<file path="src/design/fvg_pkg.sv">
package fvg_pkg;

	localparam int unsigned SECTOR_BYTES = 512;
	localparam int unsigned SECT_SHIFT   = $clog2(SECTOR_BYTES);
	localparam int unsigned DIV_CELLS    = 32;

	localparam logic [31:0] FAT12_LIMIT = 32'd4085;
	localparam logic [31:0] FAT16_LIMIT = 32'd65525;

	localparam logic [1:0] ST_OK       = 2'd0;
	localparam logic [1:0] ST_BAD_SIZE = 2'd1;
	localparam logic [1:0] ST_ZERO_SPC = 2'd2;

	localparam logic [1:0] KIND_FAT12   = 2'd0;
	localparam logic [1:0] KIND_FAT16   = 2'd1;
	localparam logic [1:0] KIND_FAT32   = 2'd2;
	localparam logic [1:0] KIND_INVALID = 2'd3;

	typedef struct packed {
		logic [31:0] start_lba;
		logic [15:0] bytes_per_sector;
		logic [7:0]  sectors_per_cluster;
		logic [15:0] reserved_sectors;
		logic [7:0]  fat_copies;
		logic [15:0] root_entries;
		logic [15:0] total_sectors_short;
		logic [31:0] total_sectors_long;
		logic [15:0] fat_sectors_short;
		logic [31:0] fat_sectors_long;
	} item_t;

	typedef struct packed {
		logic [1:0]  status;
		logic [1:0]  fat_kind;
		logic [31:0] total_sectors;
		logic [31:0] fat_size;
		logic [12:0] root_dir_sectors;
		logic [31:0] fat_start;
		logic [31:0] root_start;
		logic [31:0] data_start;
		logic [31:0] data_sectors;
		logic [31:0] cluster_count;
	} result_t;

	typedef struct packed {
		logic [1:0]  status;
		logic [31:0] total;
		logic [31:0] fsz;
		logic [12:0] rds;
		logic [31:0] fstart;
		logic [31:0] rstart;
		logic [31:0] dstart;
		logic [31:0] dsec;
	} geo_t;

	// one beat through the divider row: carried geometry, remainder, quotient/dividend shifter, divisor
	typedef struct packed {
		geo_t        geo;
		logic [8:0]  rem;
		logic [31:0] quo;
		logic [7:0]  divisor;
	} div_word_t;

endpackage

</file>
<file path="src/design/fvg_front.sv">
module fvg_front import fvg_pkg::*; (
	input  logic      clk,
	input  logic      arst_n,
	input  logic      up_valid,
	output logic      up_ready,
	input  item_t     up_item,
	output logic      dn_valid,
	input  logic      dn_ready,
	output div_word_t dn_word
);

	logic        valid_s1, valid_s2;
	logic        ready_s1, ready_s2;
	logic [1:0]  status_s1;
	logic [31:0] total_s1, fsz_s1, fstart_s1, prod_s1;
	logic [15:0] res_s1;
	logic [12:0] rds_s1;
	logic [7:0]  spc_s1;
	div_word_t   word_s2;

	logic [1:0]  status_c;
	logic [31:0] total_c, fsz_c;
	logic [21:0] rds_sum_c;
	logic [31:0] prod_c;
	logic [31:0] rstart_c, fat_area_c;

	assign ready_s2 = !valid_s2 || dn_ready;
	assign ready_s1 = !valid_s1 || ready_s2;
	assign up_ready = ready_s1;

	always_comb begin
		priority if (up_item.bytes_per_sector != 16'(SECTOR_BYTES)) begin
			status_c = ST_BAD_SIZE;
		end else if (up_item.sectors_per_cluster == 8'd0) begin
			status_c = ST_ZERO_SPC;
		end else begin
			status_c = ST_OK;
		end
		total_c = (up_item.total_sectors_short != 16'd0) ?
			{16'd0, up_item.total_sectors_short} : up_item.total_sectors_long;
		fsz_c = (up_item.fat_sectors_short != 16'd0) ?
			{16'd0, up_item.fat_sectors_short} : up_item.fat_sectors_long;
		rds_sum_c = {1'b0, up_item.root_entries, 5'd0} + 22'(SECTOR_BYTES - 1);
		prod_c = {24'd0, up_item.fat_copies} * fsz_c;
	end

	always_ff @(posedge clk or negedge arst_n) begin
		if (!arst_n) begin
			valid_s1 <= 1'b0;
		end else if (ready_s1) begin
			valid_s1 <= up_valid;
		end
	end

	always_ff @(posedge clk) begin
		if (ready_s1 && up_valid) begin
			status_s1 <= status_c;
			total_s1  <= total_c;
			fsz_s1    <= fsz_c;
			rds_s1    <= 13'(rds_sum_c >> SECT_SHIFT);
			fstart_s1 <= up_item.start_lba + {16'd0, up_item.reserved_sectors};
			res_s1    <= up_item.reserved_sectors;
			prod_s1   <= prod_c;
			spc_s1    <= up_item.sectors_per_cluster;
		end
	end

	assign rstart_c   = fstart_s1 + prod_s1;
	assign fat_area_c = {16'd0, res_s1} + prod_s1;

	always_ff @(posedge clk or negedge arst_n) begin
		if (!arst_n) begin
			valid_s2 <= 1'b0;
		end else if (ready_s2) begin
			valid_s2 <= valid_s1;
		end
	end

	always_ff @(posedge clk) begin
		if (ready_s2 && valid_s1) begin
			word_s2.geo.status <= status_s1;
			word_s2.geo.total  <= total_s1;
			word_s2.geo.fsz    <= fsz_s1;
			word_s2.geo.rds    <= rds_s1;
			word_s2.geo.fstart <= fstart_s1;
			word_s2.geo.rstart <= rstart_c;
			word_s2.geo.dstart <= rstart_c + {19'd0, rds_s1};
			word_s2.geo.dsec   <= total_s1 - (fat_area_c + {19'd0, rds_s1});
			word_s2.rem        <= 9'd0;
			word_s2.quo        <= total_s1 - (fat_area_c + {19'd0, rds_s1});
			word_s2.divisor    <= spc_s1;
		end
	end

	assign dn_valid = valid_s2;
	assign dn_word  = word_s2;

endmodule

</file>
<file path="config.mk">
export PLATFORM = sky130hd
export DESIGN_NAME = fvg_front
export DESIGN_NICKNAME = d
export VERILOG_FILES = /design/src/design/fvg_pkg.sv /design/src/design/fvg_front.sv
export SDC_FILE = /design/constraint.sdc
export NUM_CORES = 1
export LEC_CHECK = 0
export ABC_AREA = 1
export BUFFER_PORTS_ARGS = -buffer_cell sky130_fd_sc_hd__buf_2
export CAP_MARGIN = 40
export CORE_MARGIN = 4
export CORE_UTILIZATION = 40
export CTS_CLUSTER_SIZE = 30
export DETAILED_ROUTE_END_ITERATION = 16
export GPL_TIMING_DRIVEN = 0
export PLACE_DENSITY = 0.68
export SLEW_MARGIN = 20
export SYNTH_ARGS = -nofsm -noshare
export SYNTH_HDL_FRONTEND = slang
export SYNTH_SLANG_ARGS = --single-unit
</file>
<file path="constraint.sdc">
create_clock -name clk -period 10.98 [get_ports clk]
set_clock_uncertainty 0.2 [all_clocks]
set_input_delay 0.549 -clock clk [delete_from_list [all_inputs] [get_ports clk]]
set_output_delay 0.549 -clock clk [all_outputs]
set_load 0.05 [all_outputs]
</file>
==> metrics.yaml <==
placed_design:
  place_congestion: 0.922
  post_dp_cell_area_um2: 30200
  hpwl_um: 61200
  dp_slack_ns: 3.80
  dp_cells: 4059
  port_buffers: 442
floorplanning:
  die_x_um: 265
  dieArea_um2: 70300
  coreArea_um2: 65600
  ios: 454
  start_util: 0.403
  row_count: 94
  dieHeight_um: 265
final_layout:
  layout_commonest_cell: "nand2_1"
  final_core_util: 0.487
  multi_input_area_um2: 12600
  layout_common_cells: "530 x nand2_1, 500 x inv_1, 442 x buf_2"
  final.fill_count: 6204
  fin_area_um2: 31900
  ff_latch_area_um2: 11500
  area_delta_synth_final_pct: 20.7
  layout.nets: 3800
  fin_cells: 4170
  drive_gt1_frac: 0.194
synth:
  ys_seq_elements: 384
  synth-edff-count: 382
  ys_types: 50
  ys_top_cells_by_area: "edfxtp_1 43%, fa_1 14%, nand2_1 7.5%"
  syn_area_um2: 26500
  synth-warning-count: 0
  synth_top_area_share: 0.434
  synth_seq_area_share: 0.436
  synth_flop_cell: "edfxtp_1"
  syn_avg_cell_area_um2: 9.69
  postSynthCellCount: 2729
  synth_area_leader_cell: "edfxtp_1"
  synth-async-reset-ratio: 0.00521
critical_path:
  cp_slowest_cell: "nor4_1"
  worstPathMaxFanout: 10
  cp-end-kind: "flip-flop"
  critPathArrivalTime_ns: 6.80
  r2r_end: "dn_word[112]"
  r2r_start: "prod_s1[0]"
  ff2ff_path_depth: 21
  cp.required_ns: 11.09
  crit_top_cell: "fa_1"
  cpPeakStageDelay_ns: 0.71
  r2r_slack_ns: 6.51
  cp_cell_sequence: "buf_2, inv_1, nand4_1, nor2_1, nand2_2, clkinv_1, clkbuf_1, a21oi_1, buf_4, nor2_1, fa_1, fa_1, fa_1, inv_1, fa_1, inv_1, ha_1, nand2_1, nor4_1, nand4_1, nand3_1, a21o_1, a21oi_1, xnor2_1"
  critPathKind: "in -> reg"
  worstSetupStartpointType: "input pin"
pwr:
  power.leakage_uw: 0.0151
  p_per_area_nw_per_um2: 261
  ir_drop_mv: 0.172
global_route:
  antenna_found_initial: 10
  grt_pass1_vias: 20177
  grt-ovfl-total: 0
  globalRouteTotalUtil: 0.206
  grt_max_degree: 102
  grt_pass1_wl_um: 112000
clock_network:
  cts_setup_buffers: 0
  path_clk_slew_ns: 0.06
  h-tree-depth: 2
  cts_tree: "yes"
  clk_path_buf_depth: 3
  clkLatencyLatePin_ns: 0.59
  cts_buffers: 44
  root_buffer: "clkbuf_16"
  clock_sinks: 384
min_path:
  hold_path_depth: 1
  min_from: "up_item[135]"
  hp-class: "in -> reg"
  holdPathEnd: "res_s1[15]"
timing:
  setup-violations-final: 0
  slew_headroom: 0.441
  fin_crit_sh: 0.609
  worstMarginPinSlew_ns: 0.831
  fin_ws_ns: 4.29
  finalCriticalPeriod_ns: 6.69
  rsz0062_at_grt: "no"
  hold_violations: 0
  slew_violations: 0
  fmaxAchievable_mhz: 150
  finalSetupTns_ns: 0
routing:
  drt_iter0_drc: 1451
  route.detailed.drc: 0
  wire_per_inst_um: 17.8
  vias: 20131
  wl_um: 74300
  ant_nets: 0
  viasPerCell: 4.83
  drtPass1Iterations: 7
run_status:
  status: "finished, final reports clean"
flow_run:
  cap_violations: 0
[layout make-up]
type	instances	share of cell area
antenna	5	0.000392
buffer	64	0.0123
clock buffer	47	0.0348
clock inverter	34	0.0127
inverter	521	0.0615
multi-input combinational	1768	0.395
sequential	384	0.361
tap	864	0.0339
timing repair buffer	483	0.0883
[where the power goes]
group | switching [uW] | leakage [uW] | internal, uW | total, uW
combinational | 3090 | 0.0107 | 1410 | 4490
sequential | 184 | 0.00370 | 2120 | 2310
clock | 638 | 0.000724 | 891 | 1530
[metrics by stage]
step / hold slack (ns) / power, uW
finish: 0.0551 / 8330
CTS: 0.00167 / 8400
detailed placement: 0.137 / 6810
global route: 0.0143 / 8920
floorplan: 0.0534 / 5650
global placement: 0.134 / 6800
[layer usage]
layer  routed length, um  track usage  vias up
met1               30000        0.258     9568
met5                  44            0        -
li1                    -            -     9781
met4                2110       0.0591        8
met3                5680       0.0424      117
met2               36500        0.363      657
[worst max-delay path, delay by kind of cell]
kind                     cells  cell delay [ns]
AND/OR/NAND/NOR              8             2.12
buffers and inverters        7             1.16
XOR/XNOR                     1             0.12
adder cells (fa/ha/maj)      5             2.33
AO/OA/AOI/OAI                3             0.52
[cells in the mapped netlist, drive strengths merged (2+ instances only)]
| library cell | count |
|---|---|
| buf | 44 |
| a31oi | 3 |
| inv | 515 |
| clkinv | 6 |
| ha | 149 |
| nand2 | 549 |
| o211ai | 2 |
| a221oi | 3 |
| nand3 | 81 |
| a21o | 9 |
| edfxtp | 382 |
| nand4 | 34 |
| a21oi | 129 |
| clkbuf | 20 |
| a21boi | 5 |
| nor2 | 339 |
| xnor2 | 48 |
| o21a | 3 |
| and3 | 3 |
| o21bai | 26 |
| xor2 | 91 |
| nand3b | 3 |
| and2 | 4 |
| nor3 | 16 |
| nor4 | 16 |
| o21ai | 49 |
| fa | 189 |
| nor3b | 2 |
| dfrtp | 2 |
[how the worst max path moves through the flow]
stage                      from            to  slack [ns]
finish              up_item[39]   prod_s1[26]        4.29
global route        up_item[38]   prod_s1[23]        4.14
CTS                 up_item[39]   prod_s1[26]        4.43
detailed placement  up_item[39]   prod_s1[26]        3.80
global placement       dn_ready  dn_word[144]        0.08
floorplan              dn_ready    dn_word[0]        3.46
[sequential cells by signal, summed over array words and instances (netlist names)]
name	cells
dn_word	215
status_s1	2
valid_s1	1
rds_s1	13
total_s1	32
res_s1	16
fsz_s1	32
prod_s1	32
spc_s1	8
fstart_s1	32
dn_valid	1
[kinds of logic (layout without fill, tap and decap cells)]
logic type | after synthesis | count (layout) | synth area share
flip-flops | 384 | 384 | 0.436
adder cells (fa/ha/maj) | 338 | 338 | 0.214
XOR/XNOR | 139 | 139 | 0.0469
AND/OR/NAND/NOR | 1048 | 1048 | 0.165
AO/OA/AOI/OAI | 234 | 234 | 0.0497
buffers and inverters | 585 | 1149 | 0.0889
other | 1 | 14 | 0.000142
[timing repair]
action	CTS	global route
hold buffers	22	0
resized for setup	0	0
endpoints found under the hold margin	23	0
(Power assumes the default switching activity.)
