## src/design/fvg_pkg.sv

```systemverilog
package fvg_pkg;

	localparam int unsigned SECTOR_BYTES = 512;
	localparam int unsigned SECT_SHIFT   = $clog2(SECTOR_BYTES);
	localparam int unsigned DIV_CELLS    = 32;

	localparam logic [31:0] FAT12_LIMIT = 32'd4085;
	localparam logic [31:0] FAT16_LIMIT = 32'd65525;

	localparam logic [1:0] ST_OK       = 2'd0;
	localparam logic [1:0] ST_BAD_SIZE = 2'd1;
	localparam logic [1:0] ST_ZERO_SPC = 2'd2;

	localparam logic [1:0] KIND_FAT12   = 2'd0;
	localparam logic [1:0] KIND_FAT16   = 2'd1;
	localparam logic [1:0] KIND_FAT32   = 2'd2;
	localparam logic [1:0] KIND_INVALID = 2'd3;

	typedef struct packed {
		logic [31:0] start_lba;
		logic [15:0] bytes_per_sector;
		logic [7:0]  sectors_per_cluster;
		logic [15:0] reserved_sectors;
		logic [7:0]  fat_copies;
		logic [15:0] root_entries;
		logic [15:0] total_sectors_short;
		logic [31:0] total_sectors_long;
		logic [15:0] fat_sectors_short;
		logic [31:0] fat_sectors_long;
	} item_t;

	typedef struct packed {
		logic [1:0]  status;
		logic [1:0]  fat_kind;
		logic [31:0] total_sectors;
		logic [31:0] fat_size;
		logic [12:0] root_dir_sectors;
		logic [31:0] fat_start;
		logic [31:0] root_start;
		logic [31:0] data_start;
		logic [31:0] data_sectors;
		logic [31:0] cluster_count;
	} result_t;

	typedef struct packed {
		logic [1:0]  status;
		logic [31:0] total;
		logic [31:0] fsz;
		logic [12:0] rds;
		logic [31:0] fstart;
		logic [31:0] rstart;
		logic [31:0] dstart;
		logic [31:0] dsec;
	} geo_t;

	// one beat through the divider row: carried geometry, remainder, quotient/dividend shifter, divisor
	typedef struct packed {
		geo_t        geo;
		logic [8:0]  rem;
		logic [31:0] quo;
		logic [7:0]  divisor;
	} div_word_t;

endpackage

```

## src/design/fvg_div_cell.sv

```systemverilog
module fvg_div_cell import fvg_pkg::*; (
	input  logic      clk,
	input  logic      arst_n,
	input  logic      up_valid,
	output logic      up_ready,
	input  div_word_t up_word,
	output logic      dn_valid,
	input  logic      dn_ready,
	output div_word_t dn_word
);

	logic      valid_q;
	div_word_t word_q;
	div_word_t next_c;
	logic [8:0] shifted_c;
	logic       ge_c;

	assign up_ready = !valid_q || dn_ready;

	// one restoring step: bring in the next dividend bit, subtract if it fits
	always_comb begin
		shifted_c = {up_word.rem[7:0], up_word.quo[31]};
		ge_c      = shifted_c >= {1'b0, up_word.divisor};
		next_c         = up_word;
		next_c.rem     = ge_c ? (shifted_c - {1'b0, up_word.divisor}) : shifted_c;
		next_c.quo     = {up_word.quo[30:0], ge_c};
	end

	always_ff @(posedge clk or negedge arst_n) begin
		if (!arst_n) begin
			valid_q <= 1'b0;
		end else if (up_ready) begin
			valid_q <= up_valid;
		end
	end

	always_ff @(posedge clk) begin
		if (up_ready && up_valid) begin
			word_q <= next_c;
		end
	end

	assign dn_valid = valid_q;
	assign dn_word  = word_q;

endmodule

```

## config.mk

```make
export PLATFORM = sky130hd
export DESIGN_NAME = fvg_div_cell
export DESIGN_NICKNAME = d
export VERILOG_FILES = /design/src/design/fvg_pkg.sv /design/src/design/fvg_div_cell.sv
export SDC_FILE = /design/constraint.sdc
export NUM_CORES = 1
export LEC_CHECK = 0
export ABC_AREA = 1
export ABC_CLOCK_PERIOD_IN_PS = 13870
export BUFFER_PORTS_ARGS = -buffer_cell sky130_fd_sc_hd__buf_2
export CAP_MARGIN = 15
export CORE_AREA = 8 8 196 198
export DETAILED_ROUTE_END_ITERATION = 7
export DIE_AREA = 0 0 204 206
export GPL_ROUTABILITY_DRIVEN = 0
export SLEW_MARGIN = 40
export SYNTH_ARGS = -nofsm -noshare
export SYNTH_HDL_FRONTEND = slang
export SYNTH_SLANG_ARGS = --single-unit
```

## constraint.sdc

```tcl
create_clock -name clk -period 13.87 [get_ports clk]
set_input_delay 0 -clock clk [delete_from_list [all_inputs] [get_ports clk]]
set_output_delay 0 -clock clk [all_outputs]
set_load 0.03 [all_outputs]
```

==> metrics.cfg, run 1 <==
[worst_setup_path]
crit_type=flip-flop to flip-flop
reg2reg_from=dn_valid
startpoint_type=flip-flop
setup.worst_path.end=dn_word[79]
worst-endpoint-required_ns=14.05
critPathMaxFanout=85
startpoint=dn_valid
reg2reg_to=dn_word[79]
rrSetupSlack_ns=11.46
arrival_ns=2.59
r2r_cells=3
cp-end-kind=flip-flop

[timing]
fmax_mhz=415
finalCritPeriodShare_pct=17.4
rsz0062_at_grt=false
period_minus_slack_ns=2.41
hold_violations=0
skew_ns=0.00703
tightest_slew_ns=0.764
setup_tns_ns=0
slew_viol_final=0
slew_headroom_pct=49.1
setup_viol=0

[route]
vias=6675
drt_wl_total_um=31400
wl_per_cell_um=18.6
ant_nets=0
drtPass1Iterations=4
drtIter0Drc=288
drc=0
vias_per_cell=3.95

[clocking]
cts_setup_buffers=0
hold_buffers=260
cts_num_sinks=257
cts_root_buf=clkbuf_16
cts_max_level=1
clock_latency_ns=0.55
clkSlewWorstSetupHoldPaths_ns=0.06
clock_path_buffers=3
cts_tree=built
cts_resized=0
cts_buffers=29

[floorplanning]
fp.dieArea_um2=42000
die_w_um=204
start_util_pct=24.0
core_area_um2=35200
std_cell_rows=69
io_pins=518
die_height_um=206

[yosys]
syn_inst=395
yosysSeqAreaShare_pct=91.3
postSynthAreaPerCell_um2=21.4
ys_ff_latch=257
synth-async-reset-ratio_pct=0.389
synth_area_leader_cell=edfxtp_1
synth-edff-count=256
netlist.area_leader.share_pct=91.0
synth_top_flop_cell=edfxtp_1
yosys_warnings=0
synth_area_um2=8440
netlist-cell-type-count=20
synth_nets=664
netlist_top_cells_count=edfxtp_1 (256), nand2_1 (58), inv_1 (32)
yosysMostFrequentCell=edfxtp_1
ys_top_cells_by_area=edfxtp_1 (91%), nand2_1 (2.6%), inv_1 (1.4%)

[placed_design]
place_hpwl_um=23000
placed_cells=1376
numPortBuffers=516

[layout]
drive_above_1_share_pct=47.1
fin_nets=1475
fill_cells=3152
postLayoutCoreUtil_pct=43.1
area_delta_synth_final_pct=79.6
final_cells=1691

[grt]
overflow=0
grt_pass1_vias=7422
grt_max_degree=86
grt_pass1_wl_um=44800
antenna_found_initial=5
grtUsageTotal_pct=13.9

[outcome]
status=finished clean

[hold_path]
min_path_type=input pin to flip-flop

[power]
p_per_area_nw_per_um2=127
peakVddDrop_mv=0.119
leakage_nw=6.53

[run]
max_cap_violations=0

worst min-delay path by stage:
stage                 startpoint           end  slack [ns]  depth (start not counted)
floorplan                 arst_n      dn_valid       -0.30                          0
global placement          arst_n      dn_valid       -0.22                          1
detailed placement        arst_n      dn_valid       -0.22                          1
CTS                 up_word[113]  dn_word[113]        0.11                          2
global route        up_word[139]  dn_word[139]        0.11                          2
finish              up_word[139]  dn_word[139]        0.15                          2
power breakdown:
group	internal, W	switching (W)	total, W
registers	0.000910	0.0000119	0.000921
logic	0.000112	0.000171	0.000284
clock network	0.000415	0.000304	0.000719
total	0.00144	0.000487	0.00192
worst max-delay path: stages (launching register included):
cell     delay [ns]
dfrtp_1        0.41
a21oi_4        0.41
buf_4          0.49
buf_6          0.64
cell type report:
class | count | area (um2) | share of cell area, %
clock buffers | 37 | 776 | 5.12
inverters | 36 | 135 | 0.891
diodes | 3 | 7.51 | 0.0495
well taps | 461 | 577 | 3.80
flip-flops and latches | 257 | 7710 | 50.9
multi-input cells | 102 | 608 | 4.01
repair buffers | 780 | 5230 | 34.5
clock inverters | 15 | 123 | 0.809
per-layer routing:
layer | vias up | wire (um) | GRT usage [%] | share of wire [%]
li1 | 3111 | - | - | -
met1 | 3197 | 11300 | 15.0 | 36
met2 | 310 | 16400 | 25.4 | 52
met3 | 53 | 2890 | 5.11 | 9.2
met4 | 4 | 759 | 3.50 | 2.4
met5 | - | 23 | 0 | 0.073
registers in the layout, summed over array words and instances, names as in the netlist:
name,cells
dn_word,256
dn_valid,1
layout by cell type, fill, tap and decap left out, types with 4 or more instances in the layout:
cell type,count
buf_2,516
clkbuf_1,6
clkbuf_16,29
clkinv_1,5
clkinv_2,4
dlygate4sd3_1,260
edfxtp_1,256
ha_1,8
inv_1,32
inv_2,4
nand2_1,58
nand3_1,5
nand4_1,10
per-stage QoR:
step	worst slack, ns	instance area, um2	hold slack [ns]	power [W]
finish	11.46	15200	0.154	0.00192
global route	11.30	15200	0.114	0.00200
CTS	11.44	15200	0.109	0.00195
detailed placement	11.45	11700	-0.221	0.00116
global placement	11.25	11600	-0.223	0.00116
floorplan	0.0622	8440	-0.296	0.00108
logic make-up (layout without fill, tap and decap cells):
| family | after synthesis | after routing | share of synthesized area [%] |
|---|---|---|---|
| AO/OA/AOI/OAI | 4 | 4 | 0.370 |
| XOR/XNOR | 3 | 3 | 0.311 |
| adder cells (fa/ha/maj) | 9 | 9 | 1.42 |
| buffers and inverters | 36 | 868 | 1.60 |
| flip-flops | 257 | 257 | 91.3 |
| other | 0 | 3 | 0 |
| AND/OR/NAND/NOR | 86 | 86 | 4.96 |
(Power assumes the default switching activity.)
==> run 2, diff against run 1 <==
--- a/config.mk
+++ b/config.mk
@@ -6,7 +6,7 @@
 export NUM_CORES = 1
 export LEC_CHECK = 0
 export ABC_AREA = 1
-export ABC_CLOCK_PERIOD_IN_PS = 13870
+export ABC_CLOCK_PERIOD_IN_PS = 2100
 export BUFFER_PORTS_ARGS = -buffer_cell sky130_fd_sc_hd__buf_2
 export CAP_MARGIN = 15
 export CORE_AREA = 8 8 196 198
==> constraint.sdc (replaced) <==
create_clock -name clk -period 2.1 [get_ports clk]
set_input_delay 0 -clock clk [delete_from_list [all_inputs] [get_ports clk]]
set_output_delay 0 -clock clk [all_outputs]
set_load 0.03 [all_outputs]
==> metrics.cfg, run 2 (synthesized netlist as in run 1, its figures left out) <==
[floorplanning]
die_w_um=204  ; unchanged
core_area_um2=35200  ; unchanged
start_util_pct=24.0  ; unchanged
fp.dieArea_um2=42000  ; unchanged
die_height_um=206  ; unchanged
io_pins=518  ; unchanged
std_cell_rows=69  ; unchanged

[power]
p_comb_share_pct=15.0  ; +0.3 points
internal-power_w=0.00955  ; +560%
finalPower_w=0.0128  ; +570%
p_clk_share_pct=37.6  ; +0.2 points
power.switching_w=0.00328  ; +570%
p_per_area_nw_per_um2=840  ; +560%
peakVddDrop_mv=0.571  ; +380%
pwr-share-seq_pct=47.4  ; -0.5 points
leakage_nw=6.58  ; +0.84%
switching_share_pct=25.6  ; +0.27 points

[route]
vias=6816  ; +2.1%
drtPass1Iterations=6  ; +2
drt_wl_total_um=33000  ; +5.1%
wl_per_cell_um=19.4  ; +4.4%
vias_per_cell=4.00  ; +1.5%
drc=0  ; unchanged
ant_nets=0  ; unchanged
drtIter0Drc=305  ; +5.9%

[layout]
drive_above_1_share_pct=47.9  ; +0.83 points
fin_nets=1484  ; +0.61%
largest_register_ffs=256  ; unchanged
area_delta_synth_final_pct=80.9
final_cell_mix=buf_2 (516), dlygate4sd3_1 (259), edfxtp_1 (256), nand2_1 (58), inv_1 (32)
postLayoutCoreUtil_pct=43.4  ; +0.31 points
layout_commonest_cell=buf_2
final_cells=1702  ; +0.65%

[clocking]
cts_max_level=1  ; unchanged
clock_latency_ns=0.55  ; about the same
cts_num_sinks=257  ; unchanged
cts_root_buf=clkbuf_16
cts_setup_buffers=0  ; unchanged
cts_resized=0  ; unchanged
hold_buffers=259  ; -0.38%
clock_path_buffers=3  ; unchanged
cts_buffers=29  ; unchanged
cts_tree=built
clkSlewWorstSetupHoldPaths_ns=0.06  ; about the same

[timing]
setup_viol=0  ; unchanged
finalWorstSetupSlack_ns=0.477  ; -10.98 ns
slew_viol_final=0  ; unchanged
tightest_slew_ns=0.331  ; -0.433 ns
slew_headroom_pct=78.0  ; +29 points
fmax_mhz=616
rsz0062_at_grt=false
period_minus_slack_ns=1.62
hold_ws_ns=0.0639  ; -0.0898 ns
finalCritPeriodShare_pct=77.3
hold_violations=0  ; unchanged
skew_ns=0.0120  ; +0.00494 ns

[worst_setup_path]
crit_type=input pin to flip-flop
critPathMaxFanout=8  ; -91%
worst-endpoint-required_ns=2.39  ; -11.66 ns
reg2reg_to=dn_word[221]
setup.worst_path.end=dn_word[44]
rrSetupSlack_ns=0.54  ; -10.92 ns
startpoint=up_word[4]
r2r_cells=3  ; unchanged
reg2reg_from=dn_valid
startpoint_type=input pin
arrival_ns=1.91  ; -0.68 ns
cp-end-kind=flip-flop

[run]
max_cap_violations=0  ; unchanged

[grt]
grt_pass1_wl_um=46500  ; +3.9%
grt_max_degree=64  ; -26%
overflow=0  ; unchanged
antenna_found_initial=6  ; +1
grtUsageTotal_pct=14.6  ; +0.68 points
grt_pass1_vias=7498  ; +1.0%

[placed_design]
placed_cells=1386  ; +0.73%
place_hpwl_um=24100  ; +4.9%
numPortBuffers=516  ; unchanged
place_ws_ns=0.507  ; -10.94 ns

[outcome]
status=finished clean

[hold_path]
min_path_type=input pin to flip-flop

[run 2: per-layer routing]
metal,global-route usage (%),vias to the layer above,wire [um]
met5,0,-,0
met4,4.76,0,872
met3,4.92,54,3130
met2,26.6,334,17100
met1,15.6,3291,11900
li1,-,3137,-
[run 2: final cells by class]
cell class	instances	area, um2
diodes	6	15.0
clock buffers	33	741
clock inverters	18	155
fillers	3108	19900
inverters	36	135
multi-input cells	102	608
flip-flops and latches	257	7710
well taps	461	577
repair buffers	789	5330
[run 2: worst min path at each step]
stage,from,endpoint,cells after the start
after floorplan,arst_n,dn_valid,0
after global placement,arst_n,dn_valid,1
after detailed placement,arst_n,dn_valid,1
after CTS,dn_ready,dn_word[117],4
after global routing,dn_ready,dn_word[117],4
final,dn_ready,dn_word[117],4
[run 2: critical path, stage by stage]
cell and delay (ns):
dlygate4sd3_1 0.53, buf_2 0.11, inv_1 0.04, ha_1 0.37, nand2_2 0.10, nor2_2 0.15
nand2_1 0.09, nand3_2 0.08, nand2_1 0.21, nand4_1 0.14, nand2_1 0.08
[run 2: stage by stage]
step | setup TNS [ns] | instance area, um2
2_1_floorplan | -781.08 | 8460
3_3_place_gp | 0 | 11800
3_5_place_dp | 0 | 11800
4_1_cts | 0 | 15300
5_1_grt | 0 | 15300
6_report | 0 | 15300
[run 2: power by group through the flow]
stage / Sequential [W] / Combinational (W) / Clock, W
3_3_place_gp: 0.00617 / 0.00151 / 0
6_report: 0.00608 / 0.00192 / 0.00483
3_5_place_dp: 0.00618 / 0.00153 / 0
4_1_cts: 0.00608 / 0.00193 / 0.00500
2_1_floorplan: 0.00680 / 0.000258 / 0
5_1_grt: 0.00610 / 0.00204 / 0.00517
==> run 3, diff against run 2 <==
--- a/config.mk
+++ b/config.mk
@@ -6,7 +6,7 @@
 export NUM_CORES = 1
 export LEC_CHECK = 0
 export ABC_AREA = 1
-export ABC_CLOCK_PERIOD_IN_PS = 2100
+export ABC_CLOCK_PERIOD_IN_PS = 1330
 export BUFFER_PORTS_ARGS = -buffer_cell sky130_fd_sc_hd__buf_2
 export CAP_MARGIN = 15
 export CORE_AREA = 8 8 196 198
==> constraint.sdc (replaced) <==
create_clock -name clk -period 1.33 [get_ports clk]
set_input_delay 0 -clock clk [delete_from_list [all_inputs] [get_ports clk]]
set_output_delay 0 -clock clk [all_outputs]
set_load 0.03 [all_outputs]
==> metrics.cfg, run 3 (synthesized netlist as in run 1, its figures left out) <==
[outcome]
status=finished with violations
violations=setup timing

[clocking]
cts_tree=built
cts_root_buf=clkbuf_16
cts_buffers=28  ; -3.4%
clkSlewWorstSetupHoldPaths_ns=0.06  ; about the same
clock_latency_ns=0.54  ; about the same
cts_num_sinks=257  ; unchanged
cts_max_level=1  ; unchanged
clock_path_buffers=3  ; unchanged

[worst_setup_path]
rrSetupSlack_ns=-0.07  ; -0.61 ns
critPathMaxFanout=14  ; +6
reg2reg_from=dn_valid
worst-endpoint-required_ns=1.57  ; -0.82 ns
crit_type=flip-flop to flip-flop
cp-end-kind=flip-flop
arrival_ns=1.64  ; -0.27 ns
startpoint_type=flip-flop
reg2reg_to=dn_word[61]
r2r_cells=4  ; +1

[timing]
tightest_slew_ns=0.328  ; -0.00291 ns
slew_headroom_pct=78.1  ; +0.14 points
finalWorstSetupSlack_ns=-0.0661  ; -0.543 ns
slew_viol_final=0  ; unchanged
skew_ns=0.0140  ; +0.00205 ns
period_minus_slack_ns=1.40
fmax_mhz=716
rsz0062_at_grt=true
finalCritPeriodShare_pct=105
setup_viol=244  ; +244
hold_violations=0  ; unchanged

[power]
p_clk_share_pct=36.4  ; -1.2 points
power.switching_w=0.00513  ; +56%
peakVddDrop_mv=0.782  ; +37%
finalPower_w=0.0203  ; +58%
pwr-share-seq_pct=47.3  ; about the same
internal-power_w=0.0152  ; +59%
p_comb_share_pct=16.3  ; +1.3 points
switching_share_pct=25.2  ; -0.35 points
leakage_nw=6.88  ; +4.5%
p_per_area_nw_per_um2=1280  ; +53%

[hold_path]
min_path_type=input pin to flip-flop
hold_depth=5  ; +1
hold_end=dn_word[41]
hold_path_startpoint=up_word[1]

[grt]
antenna_found_initial=5  ; -1
grt_max_degree=30  ; -53%
grtUsageTotal_pct=14.7  ; +0.17 points
overflow=0  ; unchanged
grt_pass1_wl_um=47400  ; +1.8%
grt_pass1_vias=7800  ; +4.0%

[route]
ant_nets=0  ; unchanged
vias_per_cell=4.05  ; +1.1%
drt_wl_total_um=33500  ; +1.5%
vias=7055  ; +3.5%
drtIter0Drc=364  ; +19%
drtPass1Iterations=5  ; -1
wl_per_cell_um=19.2  ; -0.86%
drc=0  ; unchanged

[floorplanning]
core_area_um2=35200  ; unchanged
io_pins=518  ; unchanged
die_height_um=206  ; unchanged
start_util_pct=24.0  ; unchanged
die_w_um=204  ; unchanged
fp.dieArea_um2=42000  ; unchanged
std_cell_rows=69  ; unchanged

[layout]
postLayoutCoreUtil_pct=45.0  ; +1.6 points
largest_register_ffs=256  ; unchanged
layout_commonest_cell=buf_2
area_delta_synth_final_pct=87.8
final_cell_mix=buf_2 (515), dlygate4sd3_1 (260), edfxtp_1 (256), nand2_1 (57)
fin_nets=1527  ; +2.9%
finalInstanceArea_um2=15900  ; +3.8%
drive_above_1_share_pct=49.5  ; +1.6 points

[placed_design]
place_area_um2=12100  ; +2.8%
place_hpwl_um=24800  ; +2.9%
numPortBuffers=516  ; unchanged

[run]
max_cap_violations=0  ; unchanged

==> run 3: changes by cell type in the layout (fill, tap and decap cells not counted), moves of 2 or more <==
cell / before / now
buf_4: 10 / 32
buf_12: 4 / 12
buf_16: 0 / 5
buf_6: 0 / 5
diode_2: 6 / 3
buf_8: 0 / 2
clkbuf_1: 4 / 6
clkinv_2: 7 / 5
==> run 3: area by class of cell <==
class                   instances  area (um2)
multi-input cells             102         611
flip-flops and latches        257        7710
diodes                          3        7.51
clock buffers                  34         723
fillers                      3079       19400
clock inverters                16         154
inverters                      36         135
well taps                     461         577
repair buffers                833        5930
==> run 3: what timing repair did <==
| action | CTS | global route |
|---|---|---|
| cloned | 2 | 2 |
| gates resized for setup | 10 | 6 |
| hold endpoints to repair | 257 | 0 |
| buffers inserted | 6 | 1 |
| hold buffers | 260 | 0 |
| setup endpoints to repair | 248 | 238 |
| pin swaps | 1 | 0 |
==> run 3: worst max path at each step <==
stage | slack, ns | cells past startpoint | end | from
finish | -0.07 | 4 | dn_word[61] | dn_valid
global route | -0.12 | 4 | dn_word[189] | dn_valid
CTS | -0.09 | 4 | dn_word[230] | dn_valid
detailed placement | -0.26 | 10 | dn_word[43] | up_word[3]
global placement | -0.21 | 10 | dn_word[46] | up_word[3]
floorplan | -3.82 | 1 | dn_word[0] | dn_valid
==> run 3: metrics by stage <==
| stage | instances | TNS [ns] | setup slack [ns] | hold slack [ns] |
|---|---|---|---|---|
| CTS | 1736 | -12.09 | -0.0860 | 0.0229 |
| finish | 1742 | -9.80 | -0.0661 | 0.0661 |
| global route | 1742 | -22.93 | -0.118 | 0.0749 |
| detailed placement | 1419 | -10.93 | -0.264 | -0.224 |
| floorplan | 395 | -978.20 | -3.82 | -0.296 |
| global placement | 1419 | -9.79 | -0.211 | -0.224 |
==> run 3: worst max-delay path, cell delays in order, from the launching register on <==
cell,delay (ns)
dfrtp_2,0.42
a21oi_4,0.15
buf_12,0.15
buf_16,0.16
clkbuf_16,0.19
==> run 3: power groups by stage <==
stage | combinational [W] | sequential (W) | clock, W
3_3_place_gp | 0.00253 | 0.00976 | 0
4_1_cts | 0.00328 | 0.00961 | 0.00767
3_5_place_dp | 0.00256 | 0.00977 | 0
2_1_floorplan | 0.000407 | 0.0107 | 0
6_report | 0.00332 | 0.00961 | 0.00739
5_1_grt | 0.00352 | 0.00965 | 0.00792
==> run 3: metal layers <==
| layer | vias up | share of wire (%) | track usage, % |
|---|---|---|---|
| li1 | 3220 | - | - |
| met1 | 3405 | 36 | 16.1 |
| met2 | 361 | 51 | 26.6 |
| met3 | 67 | 9.5 | 4.47 |
| met4 | 2 | 3.3 | 5.45 |
| met5 | - | 0.024 | 0 |
